File: config.mk
export PLATFORM = sky130hd
export DESIGN_NAME = tsw_front
export DESIGN_NICKNAME = d
export VERILOG_FILES = /design/src/hdl/tsw_pkg.sv /design/src/hdl/tsw_front.sv
export SDC_FILE = /design/constraint.sdc
export NUM_CORES = 1
export LEC_CHECK = 0
export ABC_AREA = 0
export BUFFER_PORTS_ARGS = -buffer_cell sky130_fd_sc_hd__buf_4
export CAP_MARGIN = 20
export CORE_MARGIN = 8
export CORE_UTILIZATION = 55
export DETAILED_ROUTE_END_ITERATION = 8
export PLACE_DENSITY = 0.77
export RECOVER_POWER = 25
export SETUP_SLACK_MARGIN = 0.05
export SYNTH_ARGS = -nofsm -noshare
export SYNTH_HDL_FRONTEND = slang
export SYNTH_SLANG_ARGS = --single-unit
File: constraint.sdc
create_clock -name clk -period 4.1 [get_ports clk]
set_input_delay 0.615 -clock clk [delete_from_list [all_inputs] [get_ports clk]]
set_output_delay 0.615 -clock clk [all_outputs]
set_load 0.01 [all_outputs]
File: src/hdl/tsw_pkg.sv
package tsw_pkg;

  localparam int QueueDepthDefault = 64;
  localparam int MaxSegs = 61;
  localparam logic [31:0] TimeoutDefault = 32'd1000;
  localparam logic [10:0] MaxPayloadDefault = 11'd1452;

  // event codes
  typedef enum logic [1:0] {
    OP_FILL = 2'd0,
    OP_ACK  = 2'd1,
    OP_TICK = 2'd2,
    OP_EACK = 2'd3
  } op_t;

  // configuration register indexes
  localparam logic [1:0] REG_ISN = 2'd0;
  localparam logic [1:0] REG_RTO = 2'd1;
  localparam logic [1:0] REG_MSS = 2'd2;

  // word handed from front to back
  typedef struct packed {
    op_t         op;
    logic [31:0] ack_number;
    logic [15:0] rcv_window;
    logic [15:0] tick_ms;
    logic [15:0] stream_bytes;
    logic        stream_ended;
  } evt_t;

  // one result word
  typedef struct packed {
    logic        segment_valid;
    logic [31:0] seq_number;
    logic [10:0] payload_len;
    logic        syn_flag;
    logic        fin_flag;
    logic        ack_flag;
    logic        is_retransmit;
    logic [31:0] in_flight;
    logic [7:0]  retry_count;
    logic        last_item;
  } res_t;

endpackage

File: src/hdl/tsw_front.sv
module tsw_front #(
  parameter int Depth = 4
) (
  input  logic            clk,
  input  logic            rst,
  input  logic            in_valid,
  output logic            in_stall,
  input  tsw_pkg::evt_t   in_word,
  output logic            q_valid,
  input  logic            q_take,
  output tsw_pkg::evt_t   q_word
);

  localparam int Aw = (Depth > 1) ? $clog2(Depth) : 1;

  tsw_pkg::evt_t mem [Depth];
  logic [Aw-1:0] wr_ptr;
  logic [Aw-1:0] rd_ptr;
  logic [Aw:0]   count;
  logic          push;
  logic          pop;

  assign in_stall = (count == (Aw+1)'(Depth));
  assign push     = in_valid && !in_stall;
  assign q_valid  = (count != '0);
  assign pop      = q_valid && q_take;
  assign q_word   = mem[rd_ptr];

  // event queue storage
  always_ff @(posedge clk) begin
    if (push) begin
      mem[wr_ptr] <= in_word;
    end
  end

  // queue pointers
  always_ff @(posedge clk) begin
    if (rst) begin
      wr_ptr <= '0;
      rd_ptr <= '0;
      count  <= '0;
    end else begin
      if (push) begin
        wr_ptr <= (wr_ptr == Aw'(Depth - 1)) ? '0 : wr_ptr + 1'b1;
      end
      if (pop) begin
        rd_ptr <= (rd_ptr == Aw'(Depth - 1)) ? '0 : rd_ptr + 1'b1;
      end
      count <= count + (Aw+1)'(push) - (Aw+1)'(pop);
    end
  end

endmodule

# Word level (Yosys, flattened, before mapping)
# Memories as Yosys holds them, arrays and structs flattened. A register that Yosys moved wholly into a read port is not among the register bits.
# Cells that the tools add are included.
[totals]
out_inout_bits = 85
ff_bits = 7
ramBits = 332
mem_count = 1
wordCells = 21
[op_classes]
n_eq_ne = 3
reduce_logical = 4
muxes = 6
addsub = 4
[memory_table]
columns = ["memory", "depth", "width", "rd", "rd_ports_with_merged_regs", "write_ports", "line", "rtl"]
rows = [
  ["mem", 4, 83, 1, 1, 1, "tsw_front.sv:16", "tsw_pkg::evt_t mem [Depth];"],
]
[op_table]
columns = ["cell", "n"]
rows = [
  ["2-bit two-way mux", 4],
  ["2-bit by 1-bit adder with 2-bit output (second input constant)", 2],
  ["2-bit equality test (second input constant)", 2],
  ["3-bit by 1-bit adder with 3-bit output", 1],
  ["3-bit equality test (second input constant)", 1],
  ["3-bit nonzero test", 1],
  ["3-bit by 1-bit subtractor with 3-bit output", 1],
  ["1-bit logical AND", 2],
  ["1-bit two-way mux", 2],
  ["1-bit zero test", 1],
]

# Logic depth before layout (Yosys ltp)
# Gate-level depths: netlist of run 1.
[depth]
depth_word = 5
mapped_depth = 12

# Worst setup path before layout of run 1
# Ideal clock, no wire load.
[synth_timing]
path_type = "register -> register"
startpoint = "register count[1]"
endpoint = "register count[2]"
stages_incl_launch_ff = 13
t_arrival_ps = 2269
synth_period_minus_slack_ps = 2346
n_path_buf = 1
setup_slack_ps = 1754
path_cell_list = "dfxtp_1 -> or3b_1 -> buf_6 -> and2_4 -> inv_1 -> ha_1 -> inv_1 -> ha_1 -> inv_1 -> fa_1 -> xor2_1 -> and2_1 -> nor3_1"
[synth_via]
elab_chain_len = 5
word_cells_on_any_way = 7
[synth_rtl]
columns = ["element", "line", "rtl"]
rows = [
  ["start, declared", "tsw_front.sv:19", "logic [Aw:0] count;"],
  ["start signal, assigned", "tsw_front.sv:49", "count <= count + (Aw+1)'(push) - (Aw+1)'(pop);"],
  ["3-bit equality test", "tsw_front.sv:23", "assign in_stall = (count == (Aw+1)'(Depth));"],
  ["1-bit zero test", "tsw_front.sv:24", "assign push = in_valid && !in_stall;"],
  ["1-bit logical AND", "tsw_front.sv:24", ""],
  ["3-bit by 1-bit adder with 3-bit output", "tsw_front.sv:49", ""],
  ["3-bit by 1-bit subtractor with 3-bit output (*)", "tsw_front.sv:49", ""],
]
# Every way passes the cells marked *; elsewhere a longest branch is shown, timed or not.
# A chain may end at the register's enable or synchronous reset.

==> results of run 1 <==
-- flip-flops by register name (all words and copies together) (netlist names), named ones only --
name,cells
count,3
mem,332
rd_ptr,2
wr_ptr,2
-- area by class of cell --
type	count	area [um^2]	share of cell area, %
well taps	285	357	2.38
inverters	7	26.3	0.175
multi-input cells	116	2160	14.4
clock inverters	17	151	1.01
repair buffers	180	1190	7.96
clock buffers	46	970	6.46
flip-flops and latches	341	10200	67.7
-- routing by layer --
| metal | part of all wire (%) | up-vias | global-route usage [%] |
|---|---|---|---|
| met5 | 0.057 | - | 0 |
| met4 | 1.3 | 2 | 3.84 |
| met3 | 7.5 | 33 | 4.52 |
| met2 | 50 | 204 | 28.0 |
| met1 | 41 | 2889 | 21.0 |
| li1 | - | 2468 | - |
-- kinds of logic after synthesis --
group           count (synthesis)  synth area share, %
flops                         341                 81.4
mux                            84                 15.1
buf+inv                        27                 1.39
simple gates                   18                0.873
fa+ha+maj                       8                0.863
compound gates                  5                0.301
xor+xnor                        1               0.0703
-- worst paths after layout --
path	from	slack [ns]	to	cells past startpoint
setup / recovery	flip-flop	1.01	q_word[34]	3
setup reg to reg	count[2]	1.50	count[2]	11
hold / removal	in_word[6]	0.32	mem[1][6]	1
hold reg to reg	rd_ptr[0]	0.49	flip-flop	2
-- cell usage after synthesis, drive strengths merged --
library cell | count | area [um^2]
inv | 7 | 26.3
xor2 | 1 | 8.76
dfxtp | 9 | 180
buf | 17 | 135
edfxtp | 332 | 9970
a21oi | 2 | 10.0
nor2 | 3 | 11.3
mux4 | 83 | 1870
nand3 | 2 | 10.0
or3b | 1 | 8.76
nand2 | 1 | 3.75
fa | 1 | 20.0
and3 | 4 | 30.0
o31ai | 2 | 20.0
mux2i | 1 | 10.0
clkbuf | 3 | 11.3
nor2b | 1 | 6.26
ha | 7 | 87.6
nor3 | 2 | 10.0
a21o | 1 | 7.51
and2 | 2 | 15.0
or3 | 2 | 13.8
-- stage by stage --
step / cell area [um^2] / power, uW / hold slack, ns / std cells / utilization [%]
after global routing: 15000 / 9950 / 0.313 / 992 / 66.9
final: 15000 / 9550 / 0.323 / 992 / 66.9
after floorplan: 12500 / 5690 / 0.463 / 484 / -
after CTS: 15200 / 9710 / 0.294 / 992 / 67.8
after detailed placement: 14100 / 6660 / 0.494 / 929 / 62.8
after global placement: 14100 / 6590 / 0.457 / 929 / 62.8
-- worst reg2reg max path: cells and delay by family, from the launching register on --
family / cells / cell delay (ns)
simple gates: 4 / 1.00
xor+xnor: 1 / 0.17
fa+ha+maj: 3 / 0.76
buf+inv: 3 / 0.17
flops: 1 / 0.41
-- power by group through the flow --
stage / combinational (uW) / clock [uW] / sequential [uW]
finish: 2050 / 3040 / 4460
global route: 2200 / 3230 / 4510
CTS: 2120 / 3110 / 4480
detailed placement: 2110 / 0 / 4550
global placement: 2080 / 0 / 4520
floorplan: 1290 / 0 / 4400
==> results.json, run 1 <==
{
  "synth_cells": 484,
  "diodes": 0,
  "core-area_um2": 22400,
  "syn_area_um2": 12500,
  "cts_resized": 0,
  "post_cts_buffers": 0,
  "drc": 0,
  "grt_max_degree": 63,
  "fmax_mhz": 324,
  "rsz0062_at_grt": "false",
  "drt_first_pass_iters": 4,
  "io_pins": 172,
  "p_seq_share_pct": 46.7,
  "place_congestion": 0.708,
  "path_buf_inv": 2,
  "synth_area_per_cell_um2": 25.8,
  "viasPerCell": 5.64,
  "io_buffer_count": 171,
  "ir_worst_vdd_uv": 434,
  "grt_pass1_wl_um": 35400,
  "path_max_fanout": 31,
  "path_clk_slew_ns": 0.06,
  "wl_per_cell_um": 23.0,
  "slew_viol_final": 0,
  "combPwrFrac_pct": 21.4,
  "swShare_pct": 24.5,
  "synth_seq_cells": 341,
  "crit_arrival_ns": 2.47,
  "end_kind": "output port",
  "final_hold_viol_count": 0,
  "layout_min_cycle_time_ns": 3.09,
  "gr-usage-all-layers_pct": 16.5,
  "tightest_slew_ns": 0.930,
  "crit_chain": "buf_4 > mux4_2 > buf_4",
  "tns_ns": 0,
  "postRouteAntennaNets": 0,
  "clk_latency_ns": 0.49,
  "syn_nets": 579,
  "fin_crit_sh_pct": 75.2,
  "wl_um": 22800,
  "start_kind": "flip-flop",
  "antenna_found_initial": 1,
  "drv_cap": 0,
  "first_iter_violations": 397,
  "layout_common_cells": "edfxtp_1 (332), buf_4 (121), mux4_2 (83), clkbuf_1 (63), clkbuf_16 (37)",
  "final_common_cell": "edfxtp_1",
  "cts_buffers": 35,
  "die_x_um": 167,
  "setup_viol": 0,
  "p_int_uw": 7210,
  "die_height_um": 167,
  "slowest_delay_ns": 0.77,
  "worstPathRequired_ns": 3.48,
  "cp_top_family": "flip-flops",
  "drive_above_1_share_pct": 37.5,
  "fin_ws_ns": 1.01,
  "area_growth_pct": 20.4,
  "cts.sinks": 341,
  "p_clk_share_pct": 31.8,
  "vias": 5596,
  "skew_ns": 0.00901,
  "synth_seq_area_share_pct": 81.4,
  "grt_pass1_vias": 6247,
  "root_buffer": "clkbuf_16",
  "hold_path.class": "in2reg",
  "power.leakage_uw": 0.00496,
  "yosysUniqueCellTypes": 26,
  "h-tree-depth": 2,
  "switching_power_uw": 2340,
  "ctsHoldBuffers": 0,
  "crit_path_top_delay_cell": "dfxtp_4",
  "dp_hpwl_um": 14000,
  "final_nets": 776,
  "max-slew-margin-rel_pct": 38.0,
  "clockBufferDepth": 3,
  "cts_tree": "built",
  "rows": 55,
  "critical_path_class": "reg2out",
  "nFillCells": 1430,
  "initial_core_util_pct": 55.6,
  "dieArea_um2": 27700,
  "pre_cts_ws_ns": 1.42,
  "cp_common_cell": "buf_4",
  "cellPowerDensity_nw_per_um2": 636,
  "grt.overflow.total": 0,
  "status": "finished clean",
  "ys_warn_count": 0
}
(Power assumes the default switching activity.)
==> inputs of run 2 (changes only) <==
--- a/config.mk
+++ b/config.mk
@@ -5,7 +5,7 @@
 export SDC_FILE = /design/constraint.sdc
 export NUM_CORES = 1
 export LEC_CHECK = 0
-export ABC_AREA = 0
+export ABC_AREA = 1
 export BUFFER_PORTS_ARGS = -buffer_cell sky130_fd_sc_hd__buf_4
 export CAP_MARGIN = 20
 export CORE_MARGIN = 8
==> constraint.sdc (replaced) <==
create_clock -name clk -period 3.1 [get_ports clk]
set_input_delay 0.465 -clock clk [delete_from_list [all_inputs] [get_ports clk]]
set_output_delay 0.465 -clock clk [all_outputs]
set_load 0.01 [all_outputs]
==> results.json, run 2 <==
{
  "viasPerCell": 5.69,
  "synth_area_leaders": "edfxtp_1 (78%), nor2_1 (5.4%), o21ai_0 (4.2%), o22ai_1 (4.1%), o21ai_1 (2.3%)",
  "power.leakage_uw": 0.00525,
  "crit_cells": 4,
  "die_x_um": 168,
  "p_seq_share_pct": 42.0,
  "yosys-top-cells-count": "edfxtp_1 (332), nor2_1 (183), o21ai_0 (106)",
  "switching_power_uw": 4190,
  "ctsHoldBuffers": 0,
  "cp_common_cell": "buf_4",
  "clockBufferDepth": 3,
  "status": "finished clean",
  "drt_first_pass_iters": 5,
  "crit_arrival_ns": 2.23,
  "first_iter_violations": 539,
  "cts_buffers": 34,
  "path_buf_inv": 2,
  "slew_viol_final": 0,
  "diodes": 0,
  "max-slew-margin-rel_pct": 51.8,
  "pre_cts_ws_ns": 0.877,
  "p_clk_share_pct": 28.7,
  "yosysUniqueCellTypes": 22,
  "drive_above_1_share_pct": 18.3,
  "setup_viol": 0,
  "cts.sinks": 341,
  "fin_util_pct": 66.9,
  "crit_path_top_delay_cell": "buf_4",
  "wl_per_cell_um": 19.4,
  "dpl_cell_area_um2": 14300,
  "cp_top_family": "buffers and inverters",
  "final_common_cell": "edfxtp_1",
  "timing.rr.end": "count[2]",
  "hold_path.class": "in2reg",
  "final_hold_viol_count": 0,
  "maxUsedRoutingLayer": "met5",
  "rows": 55,
  "cts_tree": "built",
  "syn_area_um2": 12800,
  "vias": 7662,
  "largest_reg_flops": 332,
  "synth_area_per_cell_um2": 14.8,
  "swShare_pct": 30.3,
  "critical_path_class": "reg2out",
  "grt.overflow.total": 0,
  "core-area_um2": 22700,
  "gr-usage-all-layers_pct": 18.0,
  "register_area_um2": 10200,
  "slowest_delay_ns": 0.58,
  "endpoint": "q_word[25]",
  "synth_seq_area_share_pct": 79.4,
  "final_nets": 1131,
  "drc": 0,
  "reg_top3": "mem: 332 flops, count: 3 flops",
  "multi_input_area_um2": 2260,
  "synth_seq_cells": 341,
  "area_growth_pct": 18.9,
  "fin_area_um2": 15200,
  "postRouteAntennaNets": 0,
  "top_register": "mem",
  "ys.flop_type": "edfxtp_1",
  "reg2reg_slack_ns": 0.88,
  "clk_latency_ns": 0.50,
  "synth_cells": 866,
  "cellPowerDensity_nw_per_um2": 910,
  "syn_nets": 961,
  "ys_warn_count": 0,
  "root_buffer": "clkbuf_16",
  "fmax_mhz": 371,
  "combPwrFrac_pct": 29.3,
  "antenna_found_initial": 2,
  "grt_max_degree": 86,
  "m1WireLength_um": 10600,
  "skew_ns": 0.0136,
  "dr_wl_met3_um": 2350,
  "path_clk_slew_ns": 0.06,
  "fin_ws_ns": 0.408,
  "wl_um": 26100,
  "grt_pass1_vias": 7801,
  "start_kind": "flip-flop",
  "layout_min_cycle_time_ns": 2.69,
  "p_int_uw": 9630,
  "yosysMostFrequentCell": "edfxtp_1",
  "r2r_cells": 10,
  "place_congestion": 0.734,
  "synth_top_area_share_pct": 78.0,
  "worstPathRequired_ns": 2.63,
  "h-tree-depth": 2,
  "end_kind": "output port",
  "min_from": "rst",
  "nFillCells": 1582,
  "drv_cap": 0,
  "fin_crit_sh_pct": 86.9,
  "crit_chain": "buf_4 > o21ai_0 > o22ai_1 > buf_4",
  "path_max_fanout": 70,
  "dp.cells": 1285,
  "dp_hpwl_um": 15200,
  "layoutNonFillerInstCount": 1347,
  "ir_worst_vdd_uv": 511,
  "dieArea_um2": 28400,
  "r2r_start": "count[1]",
  "synth-edff-count": 332,
  "initial_core_util_pct": 56.3,
  "post_cts_buffers": 0,
  "yosysTopAreaCell": "edfxtp_1",
  "die_height_um": 168,
  "io_pins": 172,
  "cts_resized": 0,
  "async_flop_share_pct": 0,
  "rsz0062_at_grt": "false",
  "grt_pass1_wl_um": 40600,
  "wl_met2_um": 12800,
  "tightest_slew_ns": 0.723,
  "layout_common_cells": "edfxtp_1 (332), nor2_1 (179), buf_4 (131), o21ai_0 (106), o22ai_1 (83)",
  "io_buffer_count": 171
}
## run 2: cell types whose count changed in the layout (fill, tap and decap cells not counted), sizes merged, moves of 9 or more
| cell | previous run | this run |
|---|---|---|
| o21ai | 0 | 166 |
| nand2 | 1 | 10 |
| o22ai | 0 | 83 |
| nor2 | 3 | 183 |
| buf | 125 | 135 |
| mux4 | 83 | 0 |
## run 2: metrics by stage
stage	hold slack, ns	TNS, ns	total power [uW]
after detailed placement	0.495	0	10000
after floorplan	0.479	-84.57	8190
after CTS	0.123	0	14000
after global placement	0.493	0	9930
after global routing	0.133	0	14500
final	0.146	0	13800
## run 2: cell type report
type | count | share of cell area, %
Inverter | 14 | 0.362
Sequential cell | 341 | 66.8
Multi-Input combinational cell | 457 | 14.9
Tap cell | 285 | 2.35
Clock buffer | 48 | 6.50
Clock inverter | 14 | 0.799
Timing Repair Buffer | 188 | 8.31
## run 2: worst min-delay path by stage
stage / slack, ns / end / cells past startpoint
finish: 0.15 / count[0] / 2
global route: 0.13 / count[0] / 2
CTS: 0.12 / count[0] / 2
detailed placement: 0.49 / flip-flop / 2
global placement: 0.49 / flip-flop / 2
floorplan: 0.48 / flip-flop / 2
## run 2: cells by family (layout without fill, tap and decap cells)
group | Yosys count | in the layout | synth area share [%]
AOI/OAI and AO/OA | 251 | 251 | 10.7
xor gates and xnor gates | 1 | 1 | 0.0685
DFF | 341 | 341 | 79.4
and+or+nand+nor | 197 | 197 | 5.87
buffers and inverters | 68 | 264 | 3.15
adders and majority gates | 8 | 8 | 0.842
## run 2: power by group through the flow
stage	registers [uW]	logic [uW]	clock network, uW
after floorplan	5870	2320	0
after global placement	5880	4050	0
after detailed placement	5900	4120	0
after CTS	5800	4140	4050
after global routing	5840	4420	4230
final	5800	4050	3970
## run 2: routing by layer
| metal | global-route usage [%] | up-vias |
|---|---|---|
| li1 | - | 3600 |
| met1 | 22.4 | 3724 |
| met2 | 30.4 | 297 |
| met3 | 5.37 | 37 |
| met4 | 4.97 | 4 |
| met5 | 0 | - |
==> inputs of run 3 (changes only) <==
--- a/config.mk
+++ b/config.mk
@@ -5,7 +5,6 @@
 export SDC_FILE = /design/constraint.sdc
 export NUM_CORES = 1
 export LEC_CHECK = 0
-export ABC_AREA = 1
 export BUFFER_PORTS_ARGS = -buffer_cell sky130_fd_sc_hd__buf_4
 export CAP_MARGIN = 20
 export CORE_MARGIN = 8
==> results.json, run 3 (synthesis gave the netlist of run 1 again) <==
{
  "status": "finished clean",
  "top_register": "mem",
  "drv_cap": 0,
  "r2r_start": "count[1]",
  "reg_top3": "mem: 332 flops, count: 3 flops",
  "fin_ws_ns": 0.510,
  "antenna_found_initial": 2,
  "wl_um": 23300,
  "drc": 0,
  "layout_common_cells": "edfxtp_1 (332), buf_4 (122), mux4_2 (83), clkbuf_1 (58), clkbuf_16 (35)",
  "worstPathRequired_ns": 3.52,
  "holdPathEnd": "mem[3][62]",
  "final_common_cell": "edfxtp_1",
  "dp_hpwl_um": 14500,
  "postRouteAntennaNets": 0,
  "end_kind": "flip-flop",
  "drive_above_1_share_pct": 38.3,
  "min_from": "in_word[62]",
  "io_buffer_count": 171,
  "die_height_um": 167,
  "grt.met2_usage_pct": 28.7,
  "io_pins": 172,
  "hold_depth": 1,
  "layout_min_cycle_time_ns": 2.59,
  "root_buffer": "clkbuf_16",
  "vias": 5671,
  "ir_worst_vdd_uv": 539,
  "cts.sinks": 341,
  "viasPerCell": 5.73,
  "crit_arrival_ns": 3.01,
  "clockBufferDepth": 3,
  "grt.overflow.total": 0,
  "final_hold_viol_count": 0,
  "met3_usage_pct": 5.72,
  "tns_ns": 0,
  "r2r_cells": 11,
  "setup_viol": 0,
  "path_max_fanout": 9,
  "cts_buffers": 34,
  "grt_pass1_vias": 6344,
  "critical_path_class": "reg2reg",
  "path_clk_slew_ns": 0.06,
  "grt_max_degree": 43,
  "hold_path.class": "in2reg",
  "gr-usage-all-layers_pct": 16.9,
  "initial_core_util_pct": 55.6,
  "fin_area_um2": 15000,
  "diodes": 0,
  "fmax_mhz": 386,
  "power.leakage_uw": 0.00496,
  "slew_viol_final": 0,
  "drt_first_pass_iters": 4,
  "core-area_um2": 22400,
  "h-tree-depth": 2,
  "cts_tree": "built",
  "largest_reg_flops": 332,
  "start_kind": "flip-flop",
  "die_x_um": 167,
  "use_met1_pct": 20.5,
  "max-slew-margin-rel_pct": 59.6,
  "first_iter_violations": 388,
  "post_cts_buffers": 0,
  "place_congestion": 0.756,
  "dieArea_um2": 27700,
  "reg2reg_slack_ns": 0.51,
  "area_growth_pct": 20.5,
  "clk_latency_ns": 0.50,
  "skew_ns": 0.0111,
  "cellPowerDensity_nw_per_um2": 836,
  "dpl_cell_area_um2": 14200,
  "cts_resized": 0,
  "wl_per_cell_um": 23.6,
  "ctsHoldBuffers": 0,
  "pre_cts_ws_ns": 0.520,
  "final_nets": 779,
  "rsz0062_at_grt": "false",
  "fin_util_pct": 66.9,
  "rows": 55,
  "timing.rr.end": "count[2]",
  "grt_busiest_layer": "met2",
  "fin_crit_sh_pct": 83.5,
  "nFillCells": 1454,
  "grt_pass1_wl_um": 36000,
  "tightest_slew_ns": 0.606
}
-- run 3: cell count changes in the layout (fill, tap and decap cells not counted), sizes merged, moves of 3 or more --
cell    previous run  this run
buf              135       129
nor2             183         3
nand2             10         1
o21ai            166         0
and3               0         4
inv               14         8
mux4               0        83
clkbuf           101        93
clkinv            10        13
o22ai             83         0
-- run 3: worst max path at each step --
stage	start	to	slack [ns]	depth (start not counted)
floorplan	count[1]	count[2]	0.75	12
detailed placement	count[1]	count[2]	0.52	11
CTS	count[1]	count[2]	0.50	11
global placement	count[1]	count[2]	0.66	11
global route	count[1]	count[2]	0.34	11
finish	count[1]	count[2]	0.51	11
-- run 3: layout make-up --
| type | count | area (um^2) | area share (%) |
|---|---|---|---|
| timing repair buffer | 184 | 1260 | 8.41 |
| clock inverter | 19 | 173 | 1.15 |
| inverter | 7 | 26.3 | 0.175 |
| sequential | 341 | 10200 | 67.6 |
| multi-input combinational | 116 | 2160 | 14.4 |
| clock buffer | 38 | 887 | 5.91 |
| tap | 285 | 357 | 2.37 |
-- run 3: through the flow --
step	power, uW	cells	hold slack (ns)
after floorplan	7520	484	0.463
after global placement	8770	933	0.478
after detailed placement	8860	933	0.496
after CTS	12800	990	0.143
after global routing	13100	990	0.163
final	12600	990	0.170
-- run 3: layer usage --
| metal | share of wire (%) | vias to the layer above |
|---|---|---|
| li1 | - | 2474 |
| met5 | 0.12 | - |
| met2 | 51 | 186 |
| met1 | 39 | 2966 |
| met4 | 2.0 | 4 |
| met3 | 7.9 | 41 |
-- run 3: critical path, stage by stage, from the launching register on --
cell and delay, ns:
dfxtp_1 0.37, or3b_1 0.55, and2_4 0.23, inv_1 0.05, ha_1 0.22, inv_1 0.06
ha_1 0.13, inv_1 0.06, fa_1 0.41, xor2_1 0.17, and2_1 0.16, nor3_1 0.11
-- run 3: power breakdown --
part	leakage (uW)	switching (uW)	total [uW]	internal, uW
registers	0.00312	166	5800	5640
clock network	0.000521	1600	3900	2300
logic	0.00132	1370	2860	1480
total	0.00496	3130	12600	9430
